===== config.mk =====
export PLATFORM = sky130hd
export DESIGN_NAME = dotted_version_parser_unit
export DESIGN_NICKNAME = d
export VERILOG_FILES = /design/src/hdl/dvp_pkg.sv /design/src/hdl/dvp_in_stage.sv /design/src/hdl/dvp_parse_core.sv /design/src/hdl/dotted_version_parser_unit.sv
export SDC_FILE = /design/constraint.sdc
export NUM_CORES = 1
export LEC_CHECK = 0
export BUFFER_PORTS_ARGS = -buffer_cell sky130_fd_sc_hd__clkbuf_2
export CAP_MARGIN = 0
export CORE_MARGIN = 3
export CORE_UTILIZATION = 59
export DETAILED_ROUTE_END_ITERATION = 12
export PLACE_DENSITY = 0.79
export SETUP_SLACK_MARGIN = 0.4
export SLEW_MARGIN = 20
export SYNTH_ARGS = -nofsm -noshare
export SYNTH_HDL_FRONTEND = slang
export SYNTH_HIERARCHICAL = 1
export SYNTH_SLANG_ARGS = --single-unit

===== constraint.sdc =====
create_clock -name clk -period 5.3 [get_ports clk]
set_input_delay 0.265 -clock clk [delete_from_list [all_inputs] [get_ports clk]]
set_output_delay 0.265 -clock clk [all_outputs]
set_load 0.1 [all_outputs]

===== src/hdl/dvp_pkg.sv =====
`default_nettype none
// ----------------------------------------------------------------------------
// dvp_pkg: shared types and constants of the dotted version parser
// Beat structs for both channels, the one-hot parse phase and the byte codes.
// ----------------------------------------------------------------------------
package dvp_pkg;

    // width of one parsed number; overflow beyond this yields zero
    localparam int NUM_BITS = 32;
    // width of one reported part
    localparam int PART_W   = 32;
    // number width plus room for a times-ten-plus-digit step
    localparam int WIDE_W   = NUM_BITS + 4;

    typedef logic [NUM_BITS-1:0] num_t;
    typedef logic [WIDE_W-1:0]   wide_t;
    typedef logic [PART_W-1:0]   part_t;

    // byte codes
    localparam logic [7:0] CHAR_ZERO = 8'h30;
    localparam logic [7:0] CHAR_NINE = 8'h39;
    localparam logic [7:0] CHAR_DOT  = 8'h2e;

    // input beat: one text byte or the end mark
    typedef struct packed {
        logic [7:0] character;
        logic       ends_text;
    } text_beat_t;

    // output beat: the four parts
    typedef struct packed {
        part_t first_part;
        part_t second_part;
        part_t third_part;
        part_t fourth_part;
    } parts_beat_t;

    // parse phase, one-hot
    typedef enum logic [8:0] {
        PH_SKIP   = 9'b0_0000_0001,
        PH_NUM1   = 9'b0_0000_0010,
        PH_DOT1   = 9'b0_0000_0100,
        PH_NUM2   = 9'b0_0000_1000,
        PH_DOT2   = 9'b0_0001_0000,
        PH_NUM3   = 9'b0_0010_0000,
        PH_DOT3   = 9'b0_0100_0000,
        PH_NUM4   = 9'b0_1000_0000,
        PH_FROZEN = 9'b1_0000_0000
    } phase_t;

    // handshake between the input stage and the parse core
    typedef struct packed {
        logic       valid;
        text_beat_t beat;
    } stage_t;

    // reported form of a number
    function automatic part_t to_part(input num_t v);
        return PART_W'(v);
    endfunction

endpackage : dvp_pkg
`default_nettype wire


===== src/hdl/dvp_in_stage.sv =====
`default_nettype none
// ----------------------------------------------------------------------------
// dvp_in_stage: input register of the dotted version parser
// Captures one text beat and holds it until the parse core takes it.
// ----------------------------------------------------------------------------
module dvp_in_stage
(
    input  wire logic                clk,
    input  wire logic                rst_n,
    input  wire logic                text_valid,
    output logic                     text_stall,
    input  wire dvp_pkg::text_beat_t text,
    output dvp_pkg::stage_t          stage,
    input  wire logic                take
);
    import dvp_pkg::*;

    logic       valid_reg;
    logic       valid_next;
    text_beat_t beat_reg;
    logic       load;

    // stall only while a held beat cannot move on
    assign text_stall = valid_reg && !take;
    assign load       = text_valid && !text_stall;

    // valid tracking
    always_comb
    begin
        valid_next = valid_reg;
        if (load)
        begin
            valid_next = 1'b1;
        end
        else if (take)
        begin
            valid_next = 1'b0;
        end
    end

    always_ff @(posedge clk or negedge rst_n)
    begin
        if (!rst_n)
        begin
            valid_reg <= 1'b0;
        end
        else
        begin
            valid_reg <= valid_next;
        end
    end

    // payload capture
    always_ff @(posedge clk)
    begin
        if (load)
        begin
            beat_reg <= text;
        end
    end

    assign stage.valid = valid_reg;
    assign stage.beat  = beat_reg;

endmodule : dvp_in_stage
`default_nettype wire


===== src/hdl/dvp_parse_core.sv =====
`default_nettype none
// ----------------------------------------------------------------------------
// dvp_parse_core: parse state and result register
// Steps the phases one byte per cycle; emits parts on end once no result stalls.
// ----------------------------------------------------------------------------
module dvp_parse_core
(
    input  wire logic             clk,
    input  wire logic             rst_n,
    input  wire dvp_pkg::stage_t  stage,
    output logic                  take,
    output logic                  parts_valid,
    input  wire logic             parts_stall,
    output dvp_pkg::parts_beat_t  parts
);
    import dvp_pkg::*;

    phase_t      phase_reg;
    phase_t      phase_next;
    num_t        acc_reg;
    num_t        acc_next;
    logic        ovf_reg;
    logic        ovf_next;
    num_t        pend_reg;
    num_t        pend_next;
    num_t        part_reg [4];
    num_t        part_next [4];
    logic        out_valid_reg;
    logic        out_valid_next;
    parts_beat_t out_reg;

    logic        step;
    logic        is_end;
    logic        dig;
    logic        is_dot;
    logic [3:0]  digit;
    num_t        digit_num;
    wide_t       prod;
    logic        carry;
    logic        add_ovf;
    num_t        add_acc;
    num_t        add_value;
    num_t        cur_value;

    // an end beat waits only when the result register is still occupied and stalled
    assign is_end = stage.beat.ends_text;
    assign take   = stage.valid && !(is_end && out_valid_reg && parts_stall);
    assign step   = take;

    // byte classification
    assign dig       = (stage.beat.character >= CHAR_ZERO) &&
                       (stage.beat.character <= CHAR_NINE);
    assign is_dot    = (stage.beat.character == CHAR_DOT);
    assign digit     = stage.beat.character[3:0];
    assign digit_num = NUM_BITS'(digit);

    // times ten plus digit, with carry out as overflow
    assign prod      = wide_t'({acc_reg, 3'b000}) + wide_t'({acc_reg, 1'b0})
                     + wide_t'(digit);
    assign carry     = |prod[WIDE_W-1:NUM_BITS];
    assign add_ovf   = ovf_reg || carry;
    assign add_acc   = add_ovf ? acc_reg : prod[NUM_BITS-1:0];
    assign add_value = add_ovf ? '0 : add_acc;
    assign cur_value = ovf_reg ? '0 : acc_reg;

    // phase machine
    always_comb
    begin
        phase_next = phase_reg;
        acc_next   = acc_reg;
        ovf_next   = ovf_reg;
        pend_next  = pend_reg;
        for (int i = 0; i < 4; i++)
        begin
            part_next[i] = part_reg[i];
        end

        if (step)
        begin
            if (is_end)
            begin
                phase_next = PH_SKIP;
                acc_next   = '0;
                ovf_next   = 1'b0;
                pend_next  = '0;
                for (int i = 0; i < 4; i++)
                begin
                    part_next[i] = '0;
                end
            end
            else
            begin
                unique case (phase_reg)
                    PH_SKIP:
                    begin
                        if (dig)
                        begin
                            acc_next   = digit_num;
                            ovf_next   = 1'b0;
                            phase_next = PH_NUM1;
                        end
                    end
                    PH_NUM1:
                    begin
                        if (dig)
                        begin
                            acc_next = add_acc;
                            ovf_next = add_ovf;
                        end
                        else if (is_dot)
                        begin
                            pend_next  = cur_value;
                            phase_next = PH_DOT1;
                        end
                        else
                        begin
                            phase_next = PH_FROZEN;
                        end
                    end
                    PH_DOT1, PH_DOT2, PH_DOT3:
                    begin
                        if (dig)
                        begin
                            acc_next = digit_num;
                            ovf_next = 1'b0;
                            case (phase_reg)
                                PH_DOT1:
                                begin
                                    part_next[0] = pend_reg;
                                    part_next[1] = digit_num;
                                    phase_next   = PH_NUM2;
                                end
                                PH_DOT2:
                                begin
                                    part_next[2] = digit_num;
                                    phase_next   = PH_NUM3;
                                end
                                default:
                                begin
                                    part_next[3] = digit_num;
                                    phase_next   = PH_NUM4;
                                end
                            endcase
                        end
                        else
                        begin
                            phase_next = PH_FROZEN;
                        end
                    end
                    PH_NUM2, PH_NUM3, PH_NUM4:
                    begin
                        if (dig)
                        begin
                            acc_next = add_acc;
                            ovf_next = add_ovf;
                            case (phase_reg)
                                PH_NUM2: part_next[1] = add_value;
                                PH_NUM3: part_next[2] = add_value;
                                default: part_next[3] = add_value;
                            endcase
                        end
                        else if (is_dot && phase_reg == PH_NUM2)
                        begin
                            phase_next = PH_DOT2;
                        end
                        else if (is_dot && phase_reg == PH_NUM3)
                        begin
                            phase_next = PH_DOT3;
                        end
                        else
                        begin
                            phase_next = PH_FROZEN;
                        end
                    end
                    default:
                    begin
                        phase_next = PH_FROZEN;
                    end
                endcase
            end
        end
    end

    always_ff @(posedge clk or negedge rst_n)
    begin
        if (!rst_n)
        begin
            phase_reg <= PH_SKIP;
            acc_reg   <= '0;
            ovf_reg   <= 1'b0;
            pend_reg  <= '0;
            for (int i = 0; i < 4; i++)
            begin
                part_reg[i] <= '0;
            end
        end
        else
        begin
            phase_reg <= phase_next;
            acc_reg   <= acc_next;
            ovf_reg   <= ovf_next;
            pend_reg  <= pend_next;
            for (int i = 0; i < 4; i++)
            begin
                part_reg[i] <= part_next[i];
            end
        end
    end

    // result register valid
    always_comb
    begin
        out_valid_next = out_valid_reg;
        if (step && is_end)
        begin
            out_valid_next = 1'b1;
        end
        else if (out_valid_reg && !parts_stall)
        begin
            out_valid_next = 1'b0;
        end
    end

    always_ff @(posedge clk or negedge rst_n)
    begin
        if (!rst_n)
        begin
            out_valid_reg <= 1'b0;
        end
        else
        begin
            out_valid_reg <= out_valid_next;
        end
    end

    // result payload, loaded by the end beat
    always_ff @(posedge clk)
    begin
        if (step && is_end)
        begin
            out_reg.first_part  <= to_part(part_reg[0]);
            out_reg.second_part <= to_part(part_reg[1]);
            out_reg.third_part  <= to_part(part_reg[2]);
            out_reg.fourth_part <= to_part(part_reg[3]);
        end
    end

    assign parts_valid = out_valid_reg;
    assign parts       = out_reg;

    // an end beat never overwrites a result that is still waiting
    assert property (@(posedge clk) disable iff (!rst_n)
        (step && is_end) |-> !(out_valid_reg && parts_stall))
        else $error("result overwritten while stalled");

    // an end beat re-arms the parser
    assert property (@(posedge clk) disable iff (!rst_n)
        (step && is_end) |=> (phase_reg == PH_SKIP && !ovf_reg && part_reg[0] == '0))
        else $error("parser not re-armed after end beat");

    // a frozen parser stays frozen until the end beat
    assert property (@(posedge clk) disable iff (!rst_n)
        (phase_reg == PH_FROZEN && !(step && is_end)) |=> (phase_reg == PH_FROZEN))
        else $error("frozen parser resumed");

    // a result appears only after an end beat was taken
    assert property (@(posedge clk) disable iff (!rst_n)
        $rose(out_valid_reg) |-> $past(step && is_end))
        else $error("result without end beat");

endmodule : dvp_parse_core
`default_nettype wire


===== src/hdl/dotted_version_parser_unit.sv =====
`default_nettype none
// ----------------------------------------------------------------------------
// dotted_version_parser_unit: permissive dotted version parser
// Reads a text byte by byte and reports up to four decimal parts on end.
// ----------------------------------------------------------------------------
//  channel | dir | handshake               | payload
//  text    | in  | text_valid/text_stall   | character[7:0], ends_text
//  parts   | out | parts_valid/parts_stall | first..fourth_part[31:0]
//
//  one text beat per cycle while no end beat waits on a stalled result; each byte
//  passes the parse core's times-ten add and phase update; an accepted end beat
//  sits in the input register until taken, then parts_valid rises from the result register
//  reset clears the phase, accumulator, parts and both valid flags
//  a stalled result blocks only the next end beat; ordinary bytes still flow
// ----------------------------------------------------------------------------
module dotted_version_parser_unit
(
    input  wire logic                 clk,
    input  wire logic                 rst_n,
    input  wire logic                 text_valid,
    output logic                      text_stall,
    input  wire dvp_pkg::text_beat_t  text,
    output logic                      parts_valid,
    input  wire logic                 parts_stall,
    output dvp_pkg::parts_beat_t      parts
);
    import dvp_pkg::*;

    stage_t stage;
    logic   take;

    // input register
    dvp_in_stage u_in_stage
    (
        .clk        (clk),
        .rst_n      (rst_n),
        .text_valid (text_valid),
        .text_stall (text_stall),
        .text       (text),
        .stage      (stage),
        .take       (take)
    );

    // parse state and result register
    dvp_parse_core u_parse_core
    (
        .clk         (clk),
        .rst_n       (rst_n),
        .stage       (stage),
        .take        (take),
        .parts_valid (parts_valid),
        .parts_stall (parts_stall),
        .parts       (parts)
    );

endmodule : dotted_version_parser_unit
`default_nettype wire


Word-level counts from Yosys, hierarchy flattened
Index checks and enable logic that the tools add are counted.
- mux-type cells: 40
- equality and inequality tests: 23
- add/sub/neg operators: 2
- reduce and logical (&&, ||, !) cells: 38
- $lt $le $gt $ge: 2
- operators with widths (kind ; count):
    32-bit 2-to-1 mux ; 16
    128-bit 2-to-1 mux ; 2
    96-bit case mux with 2 select lines ; 1
    96-bit 2-to-1 mux ; 1
    9-bit 2-to-1 mux ; 8
    64-bit 2-to-1 mux ; 1
    32-bit case mux with 2 select lines ; 1
    35-bit by 33-bit adder with 36-bit output ; 1
    36-bit by 4-bit adder with 36-bit output ; 1
    9-bit case mux with 4 select lines ; 1
    3-bit by 2-bit inequality test with 1-bit output (second input constant) ; 7
    6-bit AND reduction ; 3
    8-bit case mux with 2 select lines ; 1
    4-bit AND reduction ; 4
    2-bit nonzero test ; 7
    3-bit inequality test (second input constant) ; 4
    4-bit OR reduction ; 3
    1-bit logical AND ; 10
    9-bit by 1-bit == test with 1-bit output (second input constant) ; 1
    9-bit by 2-bit == test with 1-bit output (second input constant) ; 1
    9-bit by 3-bit == test with 1-bit output (second input constant) ; 1
    9-bit by 4-bit == test with 1-bit output (second input constant) ; 1
    9-bit by 5-bit == test with 1-bit output (second input constant) ; 1
    9-bit by 6-bit == test with 1-bit output (second input constant) ; 1
    other kinds (14) ; 27
- input bits: 13
- word-level logic and storage cells: 121
- bits in registers: 341

Longest topological paths before layout
- depth after elaboration: 10
- mapped depth: 14
- gate-level depth less buffers: 12

Hierarchy
Netlist, hierarchy kept.
- modules (own cells, without submodules) (module ; seq. area each (um^2) ; area an instance (um^2) ; cells an instance ; times used):
    dvp_parse_core ; 8924.8 ; 14936.8 ; 1337 ; 1
    dvp_in_stage ; 295.3 ; 335.3 ; 15 ; 1

Worst setup path after synthesis
OpenSTA, ideal clock, no wires.
- path type: register -> register
- start: register u_parse_core.out_valid_reg, in the netlist u_parse_core/parts_valid
- end: register u_parse_core.acc_reg[1]
- library setup time: 0.139 ns
- stages on the path, launching flop included: 10
- arrival: 4.899 ns
- slack: 0.262 ns
- period minus slack after synthesis: 5.038 ns
- buffers on the path: 1
- cells stage by stage: dfrtp_1 nand3_1 nand2_1 inv_1 nand2_1 inv_1 a21oi_1 clkbuf_1 a32oi_1 o221ai_1
- cells in the longest elaborated chain, start to end: 5
- ends and longest elaborated chain (what ; line ; text):
    from (decl) ; dvp_parse_core.sv:28 ; logic out_valid_reg;
    from (signal assigned) ; dvp_parse_core.sv:232 ; out_valid_reg <= out_valid_next;
    1-bit logical AND (2 in series) ; dvp_parse_core.sv:47 ; assign take = stage.valid && !(is_end && out_valid_reg && parts_stall);
    1-bit logical NOT ; dvp_parse_core.sv:47 ;
    1-bit logical AND ; dvp_parse_core.sv:47 ;
    net take ; dotted_version_parser_unit.sv:30 ; logic take;
    4-bit AND reduction (no source line) ; -- ;
    to (signal assigned) ; dvp_parse_core.sv:200 ; acc_reg <= acc_next;
    to (decl) ; dvp_parse_core.sv:20 ; num_t acc_reg;
The timed path passes the listed nets, and every way through them passes these cells.
A chain may end at the register's enable or synchronous reset.

Worst setup path after layout
- start: register u_in_stage.beat_reg (netlist bit u_in_stage/stage[4])
- end: register u_parse_core/part_reg[78] (netlist bit)
- cells in the longest elaborated chain, start to end: 9
- elaborated cells between the ends (all ways): 15
- those cells by class: 1 x add/sub; 2 x order compare; 2 x eq/ne; 6 x mux; 4 x reduce/logical
- ends and longest elaborated chain (what ; line ; text):
    from (decl) ; dvp_in_stage.sv:20 ; text_beat_t beat_reg;
    from (signal assigned) ; dvp_in_stage.sv:58 ; beat_reg <= text;
    36-bit by 4-bit adder with 36-bit output ; dvp_parse_core.sv:59 ; + wide_t'(digit);
    4-bit OR reduction ; dvp_parse_core.sv:60 ; assign carry = |prod[WIDE_W-1:NUM_BITS];
    1-bit logical OR ; dvp_parse_core.sv:61 ; assign add_ovf = ovf_reg || carry;
    32-bit 2-to-1 mux ; dvp_parse_core.sv:62 ; assign add_acc = add_ovf ? acc_reg : prod[NUM_BITS-1:0];
    32-bit 2-to-1 mux ; dvp_parse_core.sv:63 ; assign add_value = add_ovf ? '0 : add_acc;
    32-bit 2-to-1 mux ; dvp_parse_core.sv:156 ; case (phase_reg)
    96-bit 2-to-1 mux ; dvp_parse_core.sv:152 ; if (dig)
    96-bit case mux with 2 select lines ; dvp_parse_core.sv:93 ; unique case (phase_reg)
    128-bit 2-to-1 mux ; dvp_parse_core.sv:80 ; if (is_end)
    to (signal, indexed assignment) ; dvp_parse_core.sv:205 ; part_reg[i] <= part_next[i];
    to (decl) ; dvp_parse_core.sv:26 ; num_t part_reg [4];
Several ways; a longest one is shown, not always the timed one. The select of a mux whose other input is x is not followed.

==> key figures <==
Run status
  • Status: complete, no violations

Worst hold path
  • HP Class: input port to async pin

Clocking
  • Worst-path clk slew: 0.06 ns
  • Clock buffer count from CTS: 35
  • Clock Latency Late Sink: 0.52 ns
  • Clock buffer depth: 3
  • Clock sink count: 341
  • H-tree Lvls: 2
  • Root buf cell: clkbuf_16
  • CTS tree: built
  • Post-CTS Setup Bufs: 0
  • Number of gates resized after cts: 0

Critical path
  • Element type at the critical path start: flop
  • Arr. time, crit path: 5.04 ns
  • Required @ worst endpoint: 5.71 ns
  • R2R Path End: u_parse_core/part_reg[78]
  • Setup CP Type: flop to flop
  • R2R depth: 12
  • R2R Setup Slk: 0.67 ns
  • RR Startpoint: u_in_stage/stage[4]
  • CP Max Fanout: 30
  • CP endpoint kind: flop

Timing
  • Final setup vio count: 0
  • RSZ-0062 raised after global routing: true
  • Max-slew headroom: 26.97%
  • Hold Fails Final Rpt: 0
  • Tightest hold margin: 0.3280 ns
  • Worst slew pin tran: 1.092 ns
  • Max-slew violation count: 0
  • Tcrit/Tclk final: 87.36%
  • Total negative slack: 0 ns
  • Fmax: 216.0 MHz
  • Worst clock skew: 0.02012 ns
  • Min Tclk post-route: 4.630 ns

Power
  • Leakage power total: 8.038 nW
  • Switching share of power: 29.24%
  • Power per cell area: 358.1 nW/um^2
  • Net Switching: 0.001847 W
  • Total power: 0.006315 W
  • Worst IR Drop VDD: 0.2565 mV
  • Power share of the clock group: 38.9%
  • P_int: 0.004468 W
  • Comb power frac: 14.7%
  • Share of total power in sequential cells: 46.3%

Cells and area
  • # diodes: 0
  • Share of cells above drive strength 1: 16.73%
  • Area growth, synth to finish: 15.46%
  • Nets: 1569

Yosys
  • Adder-cell share of the synthesized area: 5.424%
  • Largest family of logic cells by synthesized area: simple AND/OR/NAND/NOR gates
  • Main synth FF type: dfrtp_1
  • #FFs+latches synth: 341
  • Syn Nets: 1430
  • Syn Area/Cell: 11.30 um^2
  • Post-synth top area share: 33.26%
  • Synth Cell Area: 15270 um^2
  • Synth cell types: 75
  • Post-Syn Instances: 1352
  • Simple-gate share of the synthesized area: 14.64%
  • Top cells by count, synth: 284 x nand2_1, 203 x dfrtp_1, 137 x edfxtp_1, 75 x o31ai_1, 63 x ha_1
  • Ys async rst share: 59.82%
  • Post-synthesis sequential area ratio: 60.37%
  • Synth area leader: dfrtp_1
  • Post-synthesis mux area share: 1.303%
  • Area contributors post-synth: dfrtp_1 33%, edfxtp_1 27%, nand2_1 7.0%, ha_1 5.2%, o31ai_1 3.7%
  • Yosys warns: 6
  • Count leader, synth: nand2_1
  • Compound-Gate Fraction of Synth Area: 13.27%
  • Xor and xnor area share after synthesis: 1.606%
  • Number of enable flip-flop cells after synthesis: 137

Placed design
  • Port Buf Inserts: 142
  • Post-DP HPWL: 25.37 mm
  • GPL Wtd Cong: 0.9453

Detailed routing
  • Vias per cell: 6.116
  • Routed length on met3: 1.774 mm
  • Routed vias: 11300
  • Initial DRC Count: 994
  • DRC: 0
  • Pre-Repair DR Iteration Count: 6
  • Post-DRT Antenna Nets: 0
  • WL met1: 15.49 mm
  • Uppermost routed layer: met4
  • Wire per inst: 20.45 um
  • Drt total wl: 37.79 mm
  • Met2 WL post-DR: 19.12 mm

GRT
  • Vias in the first global route: 11250
  • Largest net degree at the start of global routing: 130
  • First-pass GRT wire length: 60.20 mm
  • All-layer global routing usage: 26.61%
  • Grt total ovfl: 0
  • Initial antenna violation count: 0

Floorplanning
  • Die width: 166.9 um
  • Row count: 58
  • Ports: 143
  • Die area: 27850 um^2
  • Starting Density: 60.30%
  • Core Area: 25330 um^2
  • Die H: 166.9 um

Run
  • Max Cap Viol: 0
-- worst max path at each step --
stage | start | endpoint | slack (ns) | cells past startpoint
after global placement | u_in_stage/stage[4] | u_parse_core/part_reg[7] | 0.81 | 13
after detailed placement | u_in_stage/stage[4] | u_parse_core/part_reg[72] | 0.55 | 13
final | u_in_stage/stage[4] | u_parse_core/part_reg[78] | 0.67 | 12
after floorplan | u_parse_core/parts_valid | u_parse_core/acc_reg[0] | 0.60 | 10
after CTS | u_in_stage/stage[4] | u_parse_core/part_reg[72] | 0.52 | 13
after global routing | u_in_stage/stage[4] | u_parse_core/part_reg[76] | 0.31 | 12
-- layout by cell type, fill, tap and decap left out, drive strengths merged, types with 7 or more instances in the layout --
cell type	n
a21o	15
a21oi	37
and2	13
and3	8
buf	21
clkbuf	193
clkinv	9
dfrtp	203
dlygate4sd3	12
edfxtp	137
ha	63
inv	55
mux2	7
mux2i	12
nand2	285
nand3	56
nand4	55
nor2	37
nor3	10
o211ai	13
o21ai	45
o21bai	7
o221ai	24
o31ai	75
o41ai	9
xnor2	17
xor2	11
-- final cells by class --
class / count / area (um^2)
Sequential cell: 341 / 9220
Fill cell: 1823 / 7694
Multi-Input combinational cell: 883 / 5612
Clock buffer: 51 / 1039
Timing Repair Buffer: 175 / 1010
Tap cell: 330 / 412.9
Inverter: 55 / 210.2
Clock inverter: 13 / 130.1
-- metrics by stage --
| stage | cell area (um^2) | util (%) | cells | worst slack [ns] |
|---|---|---|---|---|
| floorplan | 15280 | - | 1352 | 0.5997 |
| global placement | 16320 | 64.42 | 1770 | 0.8130 |
| detailed placement | 16320 | 64.46 | 1770 | 0.5479 |
| CTS | 17610 | 69.54 | 1846 | 0.5235 |
| global route | 17630 | 69.62 | 1848 | 0.3121 |
| finish | 17630 | 69.62 | 1848 | 0.6702 |
-- layer usage --
layer | track usage (%) | vias to the layer above
met3 | 3.608 | 95
met5 | 0 | -
met1 | 34.47 | 5567
met2 | 46.28 | 401
li1 | - | 5240
met4 | 9.577 | 0
-- power groups by stage --
stage / clock, W / sequential, W / combinational, W
finish: 0.00246 / 0.00293 / 0.000931
global route: 0.00262 / 0.00294 / 0.000977
CTS: 0.00250 / 0.00293 / 0.000933
detailed placement: 0 / 0.00298 / 0.000923
global placement: 0 / 0.00297 / 0.000913
floorplan: 0 / 0.00346 / 0.000234
-- kinds of logic (layout without fill, tap and decap cells) --
family	count (synthesis)	in the layout
simple gates	489	491
xor+xnor	28	28
fa+ha+maj	65	65
compound gates	280	280
flops	341	341
buf+inv	130	294
mux	19	19
-- worst max-delay path: stages (launching register included) --
cell and delay (ns):
edfxtp_1 0.40, inv_1 0.12, fa_1 0.61, inv_1 0.06
ha_1 0.29, a211oi_1 0.09, o21bai_2 0.22, o21ai_1 0.12
a211oi_1 0.54, o21ai_0 0.26, a32oi_4 0.66, nand3_2 0.69
o31ai_1 0.46
-- what timing repair did --
action                                  in CTS  in global routing
hold buffers                                12                  0
hold endpoints to repair                    85                  0
endpoints found under the setup margin       0                 35
Note: power is estimated with default switching activity, not from simulation.
